[config.mk]
export PLATFORM = sky130hd
export DESIGN_NAME = bds_front
export DESIGN_NICKNAME = d
export VERILOG_FILES = /design/src/rtl/bds_pkg.sv /design/src/rtl/bds_front.sv
export SDC_FILE = /design/constraint.sdc
export NUM_CORES = 1
export LEC_CHECK = 0
export CAP_MARGIN = 20
export CORE_ASPECT_RATIO = 2
export CORE_MARGIN = 8
export CORE_UTILIZATION = 50
export CTS_CLUSTER_DIAMETER = 80
export DETAILED_ROUTE_END_ITERATION = 7
export DONT_BUFFER_PORTS = 1
export MAX_ROUTING_LAYER = met4
export PLACE_DENSITY = 0.77
export SLEW_MARGIN = 10
export SYNTH_ARGS = -nofsm -noshare
export SYNTH_HDL_FRONTEND = slang
export SYNTH_SLANG_ARGS = --single-unit
[constraint.sdc]
create_clock -name aclk -period 39.4 [get_ports aclk]
set_clock_uncertainty 0.15 [all_clocks]
set_input_delay 3.94 -clock aclk [delete_from_list [all_inputs] [get_ports aclk]]
set_output_delay 3.94 -clock aclk [all_outputs]
set_load 0.02 [all_outputs]
[src/rtl/bds_pkg.sv]
// Package for the divergence scorer: payload structs, op codes, register indexes.
// No dependencies.
package bds_pkg;

    localparam logic [1:0] OP_EXEC     = 2'd0;
    localparam logic [1:0] OP_ADD      = 2'd1;
    localparam logic [1:0] OP_NOGAIN   = 2'd2;
    localparam logic [1:0] OP_RESERVED = 2'd3;

    localparam logic [2:0] REG_WARMUP    = 3'd0;
    localparam logic [2:0] REG_THRESHOLD = 3'd1;
    localparam logic [2:0] REG_DECAY_NUM = 3'd2;
    localparam logic [2:0] REG_DECAY_DEN = 3'd3;
    localparam logic [2:0] REG_REWARD    = 3'd4;

    typedef struct packed {
        logic [1:0]  operation;
        logic        has_reference;
        logic        diverged;
        logic        killed;
        logic [31:0] div_key;
        logic [31:0] edges_seen;
    } bds_in_t;

    typedef struct packed {
        logic        skip;
        logic [7:0]  active_threshold;
        logic        warmup_complete;
        logic [7:0]  score_after;
        logic [31:0] mutation_total;
        logic [47:0] edge_total;
        logic [31:0] same_path_total;
        logic [31:0] divergent_total;
        logic [31:0] kill_total;
        logic [31:0] pass_total;
        logic [31:0] yield_total;
    } bds_out_t;

    // Score action the back end performs.
    typedef enum logic [1:0] {
        ACT_NONE   = 2'd0,
        ACT_READ   = 2'd1,
        ACT_DECAY  = 2'd2,
        ACT_REWARD = 2'd3
    } bds_act_t;

    function automatic logic [31:0] inc32(input logic [31:0] v);
        inc32 = (v == '1) ? v : v + 32'd1;
    endfunction

endpackage

[src/rtl/bds_front.sv]
// Front end: accepts events, updates flags and counters, and issues score work.
// Depends on bds_pkg.
module bds_front #(
    parameter int KEY_W     = 16,
    parameter int TRACE_CAP = 65536
) (
    input  logic                 aclk,
    input  logic                 aresetn,
    input  logic                 s_valid,
    output logic                 s_ready,
    input  bds_pkg::bds_in_t     s_data,
    input  logic [31:0]          warmup_execs,
    input  logic [7:0]           threshold_default,
    output logic                 q_valid,
    input  logic                 q_ready,
    output bds_pkg::bds_act_t    q_act,
    output logic [KEY_W-1:0]     q_key,
    output bds_pkg::bds_out_t    q_res
);
    import bds_pkg::*;

    logic        warm_reg;
    logic [7:0]  thr_reg;
    logic        lp_valid_reg;
    logic [KEY_W-1:0] lp_key_reg;
    logic [31:0] mut_reg, same_reg, div_reg, kill_reg, pass_reg, yield_reg;
    logic [47:0] edge_reg;
    logic        qv_reg;
    bds_act_t    act_reg;
    logic [KEY_W-1:0] key_reg;
    bds_out_t    res_reg;

    logic        warm_next;
    logic [7:0]  thr_next;
    logic        lp_valid_next;
    logic [KEY_W-1:0] lp_key_next;
    logic [31:0] mut_next, same_next, div_next, kill_next, pass_next, yield_next;
    logic [47:0] edge_next;
    bds_act_t    act_next;
    logic [KEY_W-1:0] key_next;
    logic        skip_next;
    logic [31:0] edges_c;
    logic [48:0] edge_sum;
    logic [KEY_W-1:0] kin;

    assign s_ready = !qv_reg || q_ready;
    assign kin     = s_data.div_key[KEY_W-1:0];
    assign edges_c = (s_data.edges_seen > 32'(TRACE_CAP)) ? 32'(TRACE_CAP)
                                                         : s_data.edges_seen;
    assign edge_sum = {1'b0, edge_reg} + {17'd0, edges_c};

    // Event classification
    always_comb begin
        warm_next = warm_reg; thr_next = thr_reg;
        lp_valid_next = lp_valid_reg; lp_key_next = lp_key_reg;
        mut_next = mut_reg; edge_next = edge_reg; same_next = same_reg;
        div_next = div_reg; kill_next = kill_reg; pass_next = pass_reg;
        yield_next = yield_reg;
        act_next = ACT_NONE; key_next = kin; skip_next = 1'b0;
        case (s_data.operation)
            OP_EXEC: begin
                mut_next  = inc32(mut_reg);
                edge_next = edge_sum[48] ? '1 : edge_sum[47:0];
                if (!warm_reg && mut_next >= warmup_execs) begin
                    warm_next = 1'b1;
                    thr_next  = threshold_default;
                end
                if (!s_data.has_reference) begin
                    lp_valid_next = 1'b0;
                end else if (!s_data.diverged) begin
                    same_next = inc32(same_reg);
                    lp_valid_next = 1'b0;
                    skip_next = 1'b1;
                end else begin
                    div_next = inc32(div_reg);
                    if (s_data.killed) begin
                        kill_next = inc32(kill_reg);
                        lp_valid_next = 1'b0;
                        act_next = ACT_DECAY;
                        skip_next = 1'b1;
                    end else begin
                        pass_next = inc32(pass_reg);
                        lp_key_next = kin;
                        lp_valid_next = 1'b1;
                        act_next = ACT_READ; // score reported, not changed
                    end
                end
            end
            OP_ADD: begin
                if (lp_valid_reg) begin
                    yield_next = inc32(yield_reg);
                    act_next = ACT_REWARD;
                    key_next = lp_key_reg;
                end
            end
            OP_NOGAIN: begin
                if (lp_valid_reg) begin
                    act_next = ACT_DECAY;
                    key_next = lp_key_reg;
                end
            end
            default: ;
        endcase
    end

    // State and queue entry
    always_ff @(posedge aclk) begin
        if (!aresetn) begin
            warm_reg <= 1'b0; thr_reg <= '0; lp_valid_reg <= 1'b0; lp_key_reg <= '0;
            mut_reg <= '0; edge_reg <= '0; same_reg <= '0; div_reg <= '0;
            kill_reg <= '0; pass_reg <= '0; yield_reg <= '0; qv_reg <= 1'b0;
            act_reg <= ACT_NONE;
        end else begin
            qv_reg <= (s_valid && s_ready) || (qv_reg && !q_ready);
            if (s_valid && s_ready) begin
                warm_reg <= warm_next; thr_reg <= thr_next;
                lp_valid_reg <= lp_valid_next; lp_key_reg <= lp_key_next;
                mut_reg <= mut_next; edge_reg <= edge_next; same_reg <= same_next;
                div_reg <= div_next; kill_reg <= kill_next; pass_reg <= pass_next;
                yield_reg <= yield_next;
                act_reg <= act_next;
                key_reg <= key_next;
                // score_after is filled in by the back end
                res_reg.skip             <= skip_next;
                res_reg.active_threshold <= warm_next ? thr_next : 8'd0;
                res_reg.warmup_complete  <= warm_next;
                res_reg.score_after      <= '0;
                res_reg.mutation_total   <= mut_next;
                res_reg.edge_total       <= edge_next;
                res_reg.same_path_total  <= same_next;
                res_reg.divergent_total  <= div_next;
                res_reg.kill_total       <= kill_next;
                res_reg.pass_total       <= pass_next;
                res_reg.yield_total      <= yield_next;
            end
        end
    end

    assign q_valid = qv_reg;
    assign q_act   = act_reg;
    assign q_key   = key_reg;
    assign q_res   = res_reg;
endmodule

==> results of run 1 <==
## logic make-up (layout without fill, tap and decap cells)
logic type                 Yosys count  count (layout)  synth area share
other                                1              23         0.0001381
buffers and inverters              219             159           0.03406
AOI/OAI and AO/OA                  380             380           0.08876
DFF                                535             535            0.4925
muxes                               32              32           0.01281
and+or+nand+nor                   1196            1196            0.2098
xor gates and xnor gates           394             394            0.1271
adders and majority gates           75              75           0.03484
## cell type report
type	count	area share
clock buffers	57	0.04507
inverters	59	0.007754
multi-input cells	2100	0.4442
clock inverters	32	0.01204
well taps	676	0.02896
flip-flops and latches	535	0.4579
repair buffers	11	0.004113
## power by group through the flow
| stage | clock [uW] | sequential, uW | combinational, uW |
|---|---|---|---|
| finish | 496 | 623 | 51.6 |
| global placement | 0 | 636 | 50.2 |
| detailed placement | 0 | 636 | 51.1 |
| global route | 530 | 625 | 57.7 |
| floorplan | 0 | 636 | 40.0 |
| CTS | 509 | 624 | 51.2 |
## routing by layer
metal | vias up | global-route usage | wire length, um
li1 | 9684 | - | -
met1 | 9356 | 0.2542 | 27760
met2 | 656 | 0.3200 | 29370
met3 | 85 | 0.07278 | 6560
met4 | 0 | 0.05742 | 1588
met5 | - | - | 0
## synth_stat cells (4+ instances only)
master	number	area (sq um)
nor2_1	384	1441
nand2b_1	14	87.58
o221a_2	4	45.04
buf_2	31	155.2
o21ai_0	97	485.5
and3_1	37	231.5
nor4_1	28	175.2
nand4_1	82	513.0
nor2b_1	4	25.02
or2_2	4	25.02
nand3_1	113	565.5
o31ai_1	4	30.03
a221oi_1	5	43.79
a31oi_1	7	43.79
xnor2_1	207	1813
o21bai_1	6	45.04
nor3_1	83	415.4
buf_4	10	75.07
o21a_1	7	52.55
mux2_2	22	247.7
edfxtp_1	266	7988
a21o_1	19	142.6
and4_1	24	210.2
and2_1	46	287.8
buf_1	7	26.28
a21oi_1	152	760.7
dfxtp_1	269	5385
xor2_1	187	1638
or3_1	51	319.1
nand2_1	297	1115
o211ai_1	6	45.04
a211oi_1	27	202.7
inv_1	58	217.7
ha_1	74	925.9
nor3b_1	5	37.54
mux2i_1	10	100.1
nor3_2	4	40.04
clkbuf_1	106	397.9
## worst max-delay path by stage
stage,startpoint,to,slack (ns),cells after the start
after floorplan,q_ready,q_key[0],22.56,5
after global placement,q_ready,s_ready,31.06,1
after detailed placement,q_ready,s_ready,31.05,1
after CTS,q_ready,s_ready,31.05,1
after global routing,q_ready,s_ready,31.04,1
final,q_ready,s_ready,31.06,1
## placed cells by master (no fill, tap or decap), types with 49 or more instances in the layout
| cell | count |
|---|---|
| ha_1 | 73 |
| nor3_1 | 83 |
| inv_1 | 58 |
| nand2_1 | 296 |
| nand4_1 | 82 |
| clkbuf_16 | 49 |
| o21ai_0 | 97 |
| or3_1 | 51 |
| xor2_1 | 187 |
| nor2_1 | 382 |
| nand3_1 | 113 |
| xnor2_1 | 207 |
| dfxtp_1 | 269 |
| a21oi_1 | 152 |
| edfxtp_1 | 266 |
## metrics by stage
| step | hold WS [ns] | cells |
|---|---|---|
| floorplan | 0.2838 | 2854 |
| global placement | 0.2891 | 3380 |
| detailed placement | 0.2992 | 3380 |
| CTS | 0.3083 | 3469 |
| global route | 0.3230 | 3470 |
| finish | 0.3076 | 3470 |
## worst reg2reg max path, cell delays in order, from the launching register on
cell and delay (ns):
dfxtp_1 0.48, nand4_1 0.29, nor3_2 0.48, and3_1 0.37, a41oi_2 0.42, and2_1 0.42, nand2_1 0.11, xnor2_1 0.13
ha_1 0.27, a21oi_1 0.12, o21ai_0 0.11, a221oi_1 0.63, a2111oi_0 0.21, a21oi_1 0.62, nand2b_1 0.39, o21ai_0 0.17
==> results.py, run 1 <==
metrics = {
    "placed_design": {
        "finalWeightedCongestion": 0.8779,
        "dp_worst_setup_slack_ns": 31.05,
        "place_area_sq_um": 27520,
        "hpwl_mm": 45.49,
        "port-buffer-count": 0,
    },
    "setup_path": {
        "cp_slowest_stage_delay_ns": 0.31,
        "cp_max_fo": 4,
        "r2r_cells": 15,
        "worst_r2r_endpoint": "q_res[255]",
        "cp_top_family": "simple AND/OR/NAND/NOR gates",
        "critPathArrivalTime_ns": 4.25,
        "slowest_stage": "nand2b_1",
        "cp_cell_sequence": "nand2b_1",
        "regToRegStartpoint": "mut_reg[10]",
        "start_kind": "primary input",
        "crit_type": "primary input to output pin",
        "worstSetupEndpointType": "output pin",
        "cp.required_ns": 35.31,
        "r2r_setup_slack_ns": 33.77,
        "crit_buf_inv": 0,
    },
    "clocking": {
        "clk_latency_ns": 0.59,
        "post_cts_resized": 0,
        "clk_pin_slew_ns": 0.07,
        "h-tree-depth": 2,
        "cts_buffers": 48,
        "clock_path_buffers": 3,
        "clockRootBuffer": "clkbuf_16",
        "cts_tree": "yes",
        "postCtsSetupBuffers": 0,
        "hold_buffers": 0,
        "cts_sinks": 535,
    },
    "floorplanning": {
        "dieArea_sq_um": 62470,
        "die_h_um": 345.6,
        "core-area_sq_um": 54050,
        "io_pins": 391,
        "initial_utilization": 0.5023,
        "die_width_um": 180.8,
        "fp-row-count": 121,
    },
    "status": {
        "status": "finished clean",
    },
    "hold_path": {
        "hold_depth": 2,
        "hp-class": "flop to flop",
        "hp-start": "lp_key_reg[2]",
        "hold_end": "lp_key_reg[2]",
    },
    "sta": {
        "timing.final.ws_setup_ns": 31.06,
        "finalSetupViolCount": 0,
        "slew_viol_final": 0,
        "tightest_slew_ns": 1.022,
        "final.setup.tns_ns": 0,
        "finalCriticalPeriod_ns": 8.342,
        "grt_setup_unrepaired": "false",
        "slew_headroom": 0.3188,
        "final.period_utilization": 0.2117,
        "fmax_mhz": 119.9,
        "finalHoldViolCount": 0,
    },
    "final_layout": {
        "seq_area_sq_um": 13370,
        "largest_register_ffs": 250,
        "drive_above_1_share": 0.06013,
        "diodes": 0,
        "multi_input_area_sq_um": 12970,
        "nFillCells": 4648,
        "syn_to_final_growth_pct": 7.567,
        "nNetsFinal": 2943,
        "fin_util": 0.5404,
        "design_area_sq_um": 29210,
    },
    "pwr": {
        "switching_share": 0.2407,
        "power_switching_uw": 281.9,
        "total_power_uw": 1171,
        "p_leak_uw": 0.01046,
        "combPwrFrac": 0.044,
        "powerDensity_nw_per_um2": 40.11,
        "clkPwrFrac": 0.424,
        "vdd_drop_max_uv": 52.26,
        "p_int_uw": 889.4,
        "seqPwrFrac": 0.532,
    },
    "run": {
        "max-cap-violations": 0,
    },
    "drt": {
        "wl_mm": 65.28,
        "detail-route-antenna-nets": 0,
        "vias": 19781,
        "wl_per_cell_um": 18.81,
        "drc": 0,
        "drtIter0Drc": 1258,
        "drtPass1Iterations": 5,
        "via_per_inst": 5.701,
    },
    "logic_synthesis": {
        "synth.distinct_cells": 87,
        "synth_flop_cell": "dfxtp_1",
        "synth_edf_count": 266,
        "syn_area_sq_um": 27150,
        "ys_seq_elements": 535,
        "syn_avg_cell_area_sq_um": 9.587,
        "synthCells": 2832,
        "synth_seq_area_share": 0.4925,
        "synth_warnings": 0,
        "synth_async_sr_flop_share": 0,
    },
    "global_route": {
        "grt_max_degree": 158,
        "antenna_found_initial": 0,
        "grt_pass1_wl_mm": 102.8,
        "grt_use_total": 0.2071,
        "grt-ovfl-total": 0,
        "grt_pass1_vias": 18757,
    },
}
Note: power is estimated with default switching activity, not from simulation.
==> inputs of run 2 (changes only) <==
Settings changed: ABC_AREA from default to 1, PLACE_DENSITY 0.77 to 0.8.
Clock period 39.4 ns to 7.3 ns, I/O delays scaled along.
==> run 2 against run 1 <==
Synthesized cell count is 37% higher. Final area grew 8.3%. Total power increased to 5.9 times the previous value. Hold slack worse by 0.19 ns. Largest cell class unchanged. Highest routed layer unchanged.
==> results.py, run 2 <==
metrics = {
    "status": {
        "status": "finished clean",
    },
    "floorplanning": {
        "core-area_sq_um": 58020,
        "die_width_um": 187.2,
        "die_h_um": 358.4,
        "fp-row-count": 125,
        "io_pins": 391,
        "initial_utilization": 0.5051,
        "dieArea_sq_um": 67090,
    },
    "logic_synthesis": {
        "synthTopCellsByArea": "edfxtp_1 (27%), dfxtp_1 (18%), nand2_1 (11%), inv_1 (9.0%), a21oi_1 (5.0%)",
        "synth_top_area_cell": "edfxtp_1",
        "syn_area_sq_um": 29310,
        "netlist.area_leader.share": 0.2726,
        "syn_avg_cell_area_sq_um": 7.547,
        "ys_seq_elements": 535,
        "synth_commonest_cells": "nand2_1 (859), inv_1 (705), nor2_1 (309)",
        "synth.distinct_cells": 55,
        "synth_most_common_cell": "nand2_1",
        "synth_flop_cell": "dfxtp_1",
        "synth_warnings": 0,
        "synth_async_sr_flop_share": 0,
        "synth_seq_area_share": 0.4563,
        "synthCells": 3883,
        "synth_edf_count": 266,
    },
    "global_route": {
        "grt_max_degree": 171,
        "grt-ovfl-total": 0,
        "grt_pass1_vias": 24419,
        "antenna_found_initial": 1,
        "grt_use_total": 0.2596,
        "grt_pass1_wl_mm": 134.2,
    },
    "placed_design": {
        "dp_cells": 4552,
        "hpwl_mm": 64.79,
        "finalWeightedCongestion": 1.013,
        "place_area_sq_um": 29950,
        "port-buffer-count": 0,
        "dp_worst_setup_slack_ns": 1.475,
    },
    "sta": {
        "slew_headroom": 0.2835,
        "finalSetupViolCount": 0,
        "finalHoldViolCount": 0,
        "grt_setup_unrepaired": "false",
        "fmax_mhz": 198.2,
        "timing.final.ws_setup_ns": 2.255,
        "final.period_utilization": 0.6911,
        "finalCriticalPeriod_ns": 5.045,
        "whs_ns": 0.1176,
        "final.setup.tns_ns": 0,
        "slew_viol_final": 0,
        "tightest_slew_ns": 1.075,
    },
    "final_layout": {
        "final_cells": 4645,
        "final_common_cell": "nand2_1",
        "nNetsFinal": 4029,
        "final_cell_mix": "nand2_1 (858), inv_1 (703), nor2_1 (308), a21oi_1 (292), dfxtp_1 (269)",
        "syn_to_final_growth_pct": 7.898,
        "design_area_sq_um": 31620,
        "largest_register_ffs": 250,
        "drive_above_1_share": 0.04972,
    },
    "run": {
        "max-cap-violations": 0,
    },
    "hold_path": {
        "hp-class": "primary input to flop",
        "hold_depth": 2,
    },
    "drt": {
        "drtPass1Iterations": 8,
        "via_per_inst": 5.460,
        "vias": 25362,
        "detail-route-antenna-nets": 0,
        "wl_mm": 87.58,
        "drtIter0Drc": 1405,
        "drc": 0,
        "wl_per_cell_um": 18.85,
    },
    "clocking": {
        "cts_sinks": 535,
        "clockRootBuffer": "clkbuf_16",
        "h-tree-depth": 2,
        "clk_latency_ns": 0.60,
        "clk_pin_slew_ns": 0.07,
        "hold_buffers": 0,
        "postCtsSetupBuffers": 0,
        "cts_buffers": 49,
        "clock_path_buffers": 3,
        "cts_tree": "yes",
        "post_cts_resized": 0,
    },
    "setup_path": {
        "critPathArrivalTime_ns": 5.44,
        "cp.required_ns": 7.69,
        "r2r_setup_slack_ns": 2.29,
        "crit_type": "primary input to flop",
        "worstSetupEndpointType": "flop",
        "cp_max_fo": 25,
        "r2r_cells": 18,
        "start_kind": "primary input",
    },
    "pwr": {
        "powerDensity_nw_per_um2": 219.1,
        "p_leak_uw": 0.01453,
        "vdd_drop_max_uv": 185.2,
    },
}
run 2: cell count changes after synthesis, moves of 24 or more:
| cell | before | now |
|---|---|---|
| inv_1 | 58 | 705 |
| o21ai_0 | 97 | 253 |
| and4_1 | 24 | 0 |
| and2_1 | 46 | 1 |
| xor2_1 | 187 | 78 |
| xnor2_1 | 207 | 24 |
| nand3_1 | 113 | 263 |
| or3_1 | 51 | 0 |
| and3_1 | 37 | 5 |
| a21oi_1 | 152 | 292 |
| nand2_1 | 297 | 859 |
| a211oi_1 | 27 | 0 |
| nor2_1 | 384 | 309 |
run 2: critical path, stage by stage:
cell and delay, ns:
nor4_1 0.62, nand4_1 0.15, o21ai_0 0.10, nand4_1 0.69
nor2_1 0.32, ha_1 0.29, fa_1 0.24, nand3_1 0.11
nand3_1 0.16, nand2_1 0.08, nand3_1 0.13, nand2_1 0.08
nand2_1 0.14, nand2_1 0.07, nand2_1 0.19, nand3_1 0.75
nand3_1 0.41, o21ai_0 0.11, inv_1 0.08
run 2: final timing paths:
path	end	from
worst max-delay path	edge_reg[34]	s_data[12]
worst min-delay path	lp_key_reg[9]	s_data[41]
worst max register to register	q_res[252]	mut_reg[3]
worst min register to register	warm_reg	warm_reg
run 2: kinds of logic after synthesis:
logic type | after synthesis | synth area share
compound gates | 618 | 0.1100
xor+xnor | 106 | 0.03270
fa+ha+maj | 75 | 0.03228
buf+inv | 846 | 0.1109
flops | 535 | 0.4563
mux | 16 | 0.006148
other cells | 1 | 0.0001280
simple gates | 1686 | 0.2515
run 2: power by group:
part | switching [uW] | total, uW | internal (uW)
combinational | 461 | 659 | 198
sequential | 230 | 3570 | 3340
clock | 1230 | 2700 | 1470
total | 1920 | 6930 | 5010
run 2: layout make-up:
cell class / count / area [sq um]
multi-input cells: 2524 / 12790
repair buffers: 13 / 122.6
diodes: 1 / 2.502
well taps: 762 / 953.4
flip-flops and latches: 535 / 13370
clock buffers: 60 / 1287
clock inverters: 32 / 377.9
fillers: 5347 / 26400
inverters: 718 / 2710
run 2: per-layer routing:
layer / track usage / vias up / wire length (um)
met1: 0.2523 / 11757 / 30650
met3: 0.05738 / 274 / 6190
met2: 0.4690 / 907 / 45140
met4: 0.1535 / 0 / 5590
li1: - / 12424 / -
met5: - / - / 0
run 2: through the flow:
| stage | power, uW | util |
|---|---|---|
| 2_1_floorplan | 4083 | - |
| 3_3_place_gp | 4264 | 0.5161 |
| 3_5_place_dp | 4285 | 0.5162 |
| 4_1_cts | 6992 | 0.5449 |
| 5_1_grt | 7201 | 0.5450 |
| 6_report | 6929 | 0.5450 |
